<file path="config.mk">
export PLATFORM = sky130hd
export DESIGN_NAME = pkws_back_flat
export DESIGN_NICKNAME = d
export VERILOG_FILES = /design/src/rtl/particle_kick_with_cell_stats_top_macros.svh /design/src/rtl/pkws_pkg.sv /design/src/rtl/pkws_if.sv /design/src/rtl/pkws_back.sv /design/src/flat_wrapper.sv
export SDC_FILE = /design/constraint.sdc
export NUM_CORES = 1
export LEC_CHECK = 0
export BUFFER_PORTS_ARGS = -buffer_cell sky130_fd_sc_hd__buf_2
export CORE_AREA = 2 2 182 184
export CTS_CLUSTER_SIZE = 14
export DETAILED_ROUTE_END_ITERATION = 16
export DIE_AREA = 0 0 184 186
export GPL_TIMING_DRIVEN = 1
export HOLD_SLACK_MARGIN = 0.03
export PLACE_DENSITY_LB_ADDON = 0.05
export SLEW_MARGIN = 20
export SYNTH_ARGS = -nofsm -noshare
export SYNTH_HDL_FRONTEND = slang
export SYNTH_SLANG_ARGS = --single-unit
</file>
<file path="constraint.sdc">
create_clock -name clk -period 13.7 [get_ports clk]
set_input_delay 2.74 -clock clk [delete_from_list [all_inputs] [get_ports clk]]
set_output_delay 2.74 -clock clk [all_outputs]
set_load 0.1 [all_outputs]
</file>
<file path="src/rtl/particle_kick_with_cell_stats_top_macros.svh">
// Assertion macros for the particle kick block.
`ifndef PARTICLE_KICK_WITH_CELL_STATS_TOP_MACROS_SVH
`define PARTICLE_KICK_WITH_CELL_STATS_TOP_MACROS_SVH
// Implication checked on every clock edge outside reset.
`define PK_ASSERT_IMP(label, ante, cons) \
	label: assert property (@(posedge clk) disable iff (!arst_n) (ante) |-> (cons)) \
		else $error("assertion failed");
// Next-cycle implication.
`define PK_ASSERT_NXT(label, ante, cons) \
	label: assert property (@(posedge clk) disable iff (!arst_n) (ante) |=> (cons)) \
		else $error("assertion failed");
`endif

</file>
<file path="src/rtl/pkws_pkg.sv">
`default_nettype none
package pkws_pkg;
	localparam int unsigned MaxCellParticles = 65536;
	localparam int unsigned CntW = $clog2(MaxCellParticles + 1);
	localparam logic CfgFirst = 1'b0;
	localparam logic CfgSecond = 1'b1;

	typedef struct packed {
		logic signed [31:0] vel_x;
		logic signed [31:0] vel_y;
		logic signed [31:0] vel_z;
		logic signed [31:0] acc_x;
		logic signed [31:0] acc_y;
		logic signed [31:0] acc_z;
		logic cell_end;
	} in_word_t;

	typedef struct packed {
		logic signed [31:0] new_vel_x;
		logic signed [31:0] new_vel_y;
		logic signed [31:0] new_vel_z;
		logic [63:0] mean_square_vel;
		logic [31:0] max_vel_component;
		logic [31:0] max_acc_component;
		logic stats_valid;
	} out_word_t;

	// One classified particle handed from the front to the back.
	typedef struct packed {
		logic signed [31:0] v2_x;
		logic signed [31:0] v2_y;
		logic signed [31:0] v2_z;
		logic [63:0] sum;
		logic [31:0] vpk;
		logic [31:0] apk;
		logic [CntW-1:0] cnt;
		logic last;
	} job_t;

	function automatic logic signed [31:0] sat32(input logic signed [48:0] s);
		if (s > 49'sd2147483647) return 32'sh7fffffff;
		if (s < -49'sd2147483648) return 32'sh80000000;
		return s[31:0];
	endfunction

	function automatic logic [31:0] abs32(input logic signed [31:0] v);
		return v[31] ? 32'(-{1'b1, v}) : 32'(v);
	endfunction
endpackage
`default_nettype wire

</file>
<file path="src/rtl/pkws_if.sv">
`default_nettype none


interface pkws_out_if import pkws_pkg::*; ();
	logic valid;
	logic ready;
	out_word_t data;
	modport source(output valid, output data, input ready);
	modport sink(input valid, input data, output ready);
endinterface
`default_nettype wire

</file>
<file path="src/rtl/pkws_back.sv">
`default_nettype none
module pkws_back import pkws_pkg::*; (
	input wire logic clk,
	input wire logic arst_n,
	input wire logic job_valid,
	output logic job_ready,
	input wire job_t job,
	pkws_out_if.source out_ch
);
	// Restoring divider, one quotient bit a cycle, for the cell mean.
	typedef enum logic [2:0] {
		B_IDLE = 3'b001,
		B_DIV = 3'b010,
		B_OUT = 3'b100
	} bst_t;
	bst_t st_q;
	job_t j_q;
	logic [63:0] quo_q;
	logic [CntW-1:0] rem_q;
	logic [5:0] bit_q;
	logic [CntW:0] trial;

	assign job_ready = (st_q == B_IDLE);
	assign trial = {rem_q, quo_q[63]} - {1'b0, j_q.cnt};

	always_ff @(posedge clk or negedge arst_n) begin
		if (!arst_n) begin
			st_q <= B_IDLE;
		end else begin
			case (st_q)
				B_IDLE: begin
					if (job_valid) begin
						j_q <= job;
						quo_q <= job.sum;
						rem_q <= '0;
						bit_q <= '0;
						st_q <= job.last ? B_DIV : B_OUT;
					end
				end
				B_DIV: begin
					if (!trial[CntW]) begin
						rem_q <= trial[CntW-1:0];
						quo_q <= {quo_q[62:0], 1'b1};
					end else begin
						rem_q <= {rem_q[CntW-2:0], quo_q[63]};
						quo_q <= {quo_q[62:0], 1'b0};
					end
					bit_q <= bit_q + 6'd1;
					if (bit_q == 6'd63) st_q <= B_OUT;
				end
				B_OUT: begin
					if (out_ch.ready) st_q <= B_IDLE;
				end
				default: st_q <= B_IDLE;
			endcase
		end
	end

	assign out_ch.valid = (st_q == B_OUT);
	always_comb begin
		out_ch.data.new_vel_x = j_q.v2_x;
		out_ch.data.new_vel_y = j_q.v2_y;
		out_ch.data.new_vel_z = j_q.v2_z;
		out_ch.data.mean_square_vel = j_q.last ? quo_q : '0;
		out_ch.data.max_vel_component = j_q.last ? j_q.vpk : '0;
		out_ch.data.max_acc_component = j_q.last ? j_q.apk : '0;
		out_ch.data.stats_valid = j_q.last;
	end
endmodule
`default_nettype wire

</file>
<file path="src/flat_wrapper.sv">
// flat-port wrapper written by rule: the top's interface ports become plain ports
module pkws_back_flat import pkws_pkg::*;
  (clk, arst_n, job_valid, job_ready, job, out_ch_valid, out_ch_data, out_ch_ready);
  pkws_out_if out_ch_i ();
  input wire logic clk;
  input wire logic arst_n;
  input wire logic job_valid;
  output logic job_ready;
  input wire job_t job;
  output wire logic [$bits(out_ch_i.valid)-1:0] out_ch_valid;
  output wire logic [$bits(out_ch_i.data)-1:0] out_ch_data;
  input wire logic [$bits(out_ch_i.ready)-1:0] out_ch_ready;
  assign out_ch_valid = out_ch_i.valid;
  assign out_ch_data = out_ch_i.data;
  assign out_ch_i.ready = out_ch_ready;
  pkws_back u_core (.clk(clk), .arst_n(arst_n), .job_valid(job_valid), .job_ready(job_ready), .job(job), .out_ch(out_ch_i));
endmodule
</file>
==> results.py <==
metrics = {
    "timing": {
        "finalCritPeriodShare_pct": 37.14,
        "fin_ws_ns": 8.611,
        "fmax_mhz": 196.5,
        "slew_headroom_pct": 38.09,
        "fin_skew_ns": 0.01613,
        "final_hold_viol_count": 0,
        "min_period_ns": 5.089,
        "rsz0062_at_grt": "false",
        "whs_ns": 0.5029,
        "finalSetupTns_ns": 0,
        "finalSetupViolCount": 0,
        "tightest_slew_ns": 0.9287,
        "maxSlewViolCount": 0,
    },
    "logic_synthesis": {
        "syn_inst": 953,
        "synth.yosys.seq_area_share_pct": 66.91,
        "synth_edf_count": 265,
        "syn-cell-area_um2": 12010,
        "synth_ff_type": "edfxtp_1",
        "synthesis.nets": 1218,
        "syn_area_per_cell_um2": 12.60,
        "ys_types": 61,
        "yosysWarnings": 0,
        "synthArstFlopShare_pct": 1.119,
        "ys_seq_elements": 268,
    },
    "grt": {
        "grt_first_pass_wirelength_um": 46850,
        "grt_util_all_layers_pct": 18.06,
        "grt_max_degree": 125,
        "grt_pass1_vias": 8030,
        "grt-ovfl-total": 0,
        "antenna_found_initial": 8,
    },
    "drt": {
        "viasPerCell": 4.596,
        "dr_total_vias": 8126,
        "first_pass_iters": 5,
        "drtAntennaViolNets": 0,
        "wl_met1_um": 13080,
        "wl_met3_um": 3098,
        "drc": 0,
        "wl_per_cell_um": 18.54,
        "first_iter_violations": 481,
        "wirelength_um": 32770,
        "met2_length_um": 15880,
        "highest_layer": "met5",
    },
    "final_layout": {
        "syn2layout_area_growth_pct": 25.71,
        "n_fill_cell": 3075,
        "drive_gt1_share_pct": 39.75,
        "stdcell_count": 1768,
        "nets": 1596,
    },
    "floorplan": {
        "core_um2": 32210,
        "die_w_um": 184,
        "die_h_um": 186,
        "rows": 66,
        "start_util_pct": 37.28,
        "dieArea_um2": 34220,
        "ios": 473,
    },
    "place": {
        "hpwl_um": 23700,
        "dp.cells": 1705,
        "gp_congestion": 0.7836,
        "numPortBuffers": 472,
        "place_ws_ns": 7.989,
    },
    "clock_tree": {
        "clock-sinks": 268,
        "tritoncts": "yes",
        "cts_root_buf": "clkbuf_16",
        "cts.clk_slew.worst_paths_ns": 0.05,
        "postCtsHoldBufs": 0,
        "h-tree-depth": 1,
        "cts.repair.resized": 0,
        "cts_setup_buffers": 0,
        "cts_buffers": 31,
        "clock_latency_ns": 0.56,
        "cts.path.max_buffers": 3,
    },
    "critical_path": {
        "crit_arrival_ns": 2.35,
        "end_kind": "primary output",
        "critPathLaunchType": "flip-flop",
        "crit_fanout": 93,
        "r2r_slack_ns": 9.88,
        "crit_type": "reg -> out",
        "required_ns": 10.96,
    },
    "pwr": {
        "power.density_nw_per_um2": 193.8,
        "ir_drop_uv": 128.1,
        "total_power_mw": 2.925,
        "cellLeakagePower_nw": 6.571,
    },
    "min_path": {
        "min_path_type": "reg -> reg",
    },
    "status": {
        "status": "finished, final reports clean",
    },
    "run": {
        "drv_cap": 0,
    },
}
-- Yosys cell counts, drive strengths merged, types with 2 or more instances --
| master | count | area (um2) |
|---|---|---|
| ha | 18 | 225.2 |
| o31ai | 3 | 36.28 |
| xor2 | 3 | 26.28 |
| nand3b | 2 | 15.01 |
| o21a | 4 | 31.28 |
| edfxtp | 265 | 7958 |
| clkbuf | 32 | 121.4 |
| a21boi | 2 | 15.01 |
| xnor2 | 6 | 52.55 |
| o21ai | 17 | 85.08 |
| nand2 | 217 | 814.5 |
| dfrtp | 2 | 50.05 |
| inv | 23 | 86.33 |
| and2 | 131 | 819.5 |
| or2 | 2 | 12.51 |
| nor2 | 12 | 45.04 |
| nand3 | 10 | 62.56 |
| a211oi | 5 | 42.54 |
| and3 | 3 | 18.77 |
| mux2i | 11 | 110.1 |
| a21oi | 23 | 126.4 |
| buf | 102 | 773.2 |
| a31o | 3 | 26.28 |
| or3 | 6 | 37.54 |
| nor4 | 2 | 12.51 |
| nor3b | 4 | 30.03 |
| nor2b | 5 | 31.28 |
| a21o | 5 | 37.54 |
| or4 | 2 | 15.01 |
| a31oi | 8 | 50.05 |
| nor3 | 3 | 20.02 |
| nand4 | 4 | 25.02 |
| o211a | 2 | 20.02 |
-- per-layer routing --
layer | track usage, % | up-vias
met3 | 6.124 | 43
li1 | - | 3974
met2 | 30.78 | 336
met1 | 22.22 | 3765
met5 | 0 | -
met4 | 4.032 | 8
-- sequential cells by signal (all words and copies together) (netlist names) --
name	cells
u_core.st_q	3
u_core.j_q	81
u_core.quo_q	64
u_core.out_ch.data	97
u_core.rem_q	17
u_core.bit_q	6
-- cell usage in the layout, fill, tap and decap left out, types with 3 or more instances in the layout --
cell type and count:
xor2_1 3, edfxtp_1 265, mux2i_1 11, nand4_1 4, inv_1 23, a21oi_1 22
a31oi_1 8, xnor2_1 6, o21ai_0 15, a211oi_1 4, a21o_1 5, clkbuf_16 31
nand3_1 9, a31o_2 3, clkinv_2 5, clkinv_1 9, nand2_1 217, nor3b_1 4
clkbuf_1 6, diode_2 4, nor2b_1 5, and2_1 131, buf_2 472, bufinv_16 4
o21a_1 3, nor2_1 11, buf_4 6, or3_1 6, ha_1 18
-- kinds of logic (layout without fill, tap and decap cells) --
group	count (synthesis)	count (layout)	synth area share, %
and+or+nand+nor	407	407	16.59
other	0	4	0
adders and majority gates	19	19	2.042
xor gates and xnor gates	9	9	0.6565
DFF	268	268	66.91
buffers and inverters	157	560	8.169
AOI/OAI and AO/OA	82	82	4.720
muxes	11	11	0.9170
-- metrics by stage --
step                      utilization [%]  instance area (um2)
after floorplan                         -                12010
after global placement              43.64                14050
after detailed placement            43.64                14050
after CTS                           46.75                15060
after global routing                46.84                15080
final                               46.87                15090
-- report_power, final --
part / internal [mW] / switching, mW
combinational: 0.180 / 0.831
sequential: 1.05 / 0.0422
clock: 0.488 / 0.329
-- area by class of cell --
| cell class | count | area (um2) | share of cell area [%] |
|---|---|---|---|
| sequential | 268 | 8034 | 53.22 |
| multi-input combinational | 528 | 3017 | 19.99 |
| timing repair buffer | 479 | 2435 | 16.13 |
| clock buffer | 37 | 798.3 | 5.288 |
| tap | 408 | 510.5 | 3.382 |
| clock inverter | 21 | 203.9 | 1.351 |
| inverter | 23 | 86.33 | 0.5719 |
| antenna | 4 | 10.01 | 0.06631 |
-- critical path: stages, from the launching register on --
cell and delay [ns]:
edfxtp_1 0.40, buf_4 0.32, buf_16 0.31, and2_1 0.24, buf_2 0.45
-- path summary, 6_finish.rpt --
path / start / to / cells after the start
min in group asynchronous: arst_n / u_core.st_q[2] / 1
setup reg to reg: u_core.st_q[0] / u_core.out_ch.data[204] / 4
hold reg to reg: u_core.st_q[2] / u_core.st_q[1] / 1
hold / removal: u_core.st_q[2] / u_core.st_q[1] / 1
setup / recovery: u_core.out_ch.data[0] / out_ch_data[61] / 4
max in group asynchronous: arst_n / u_core.st_q[0] / 1
Power figures use the tool's default switching activity.
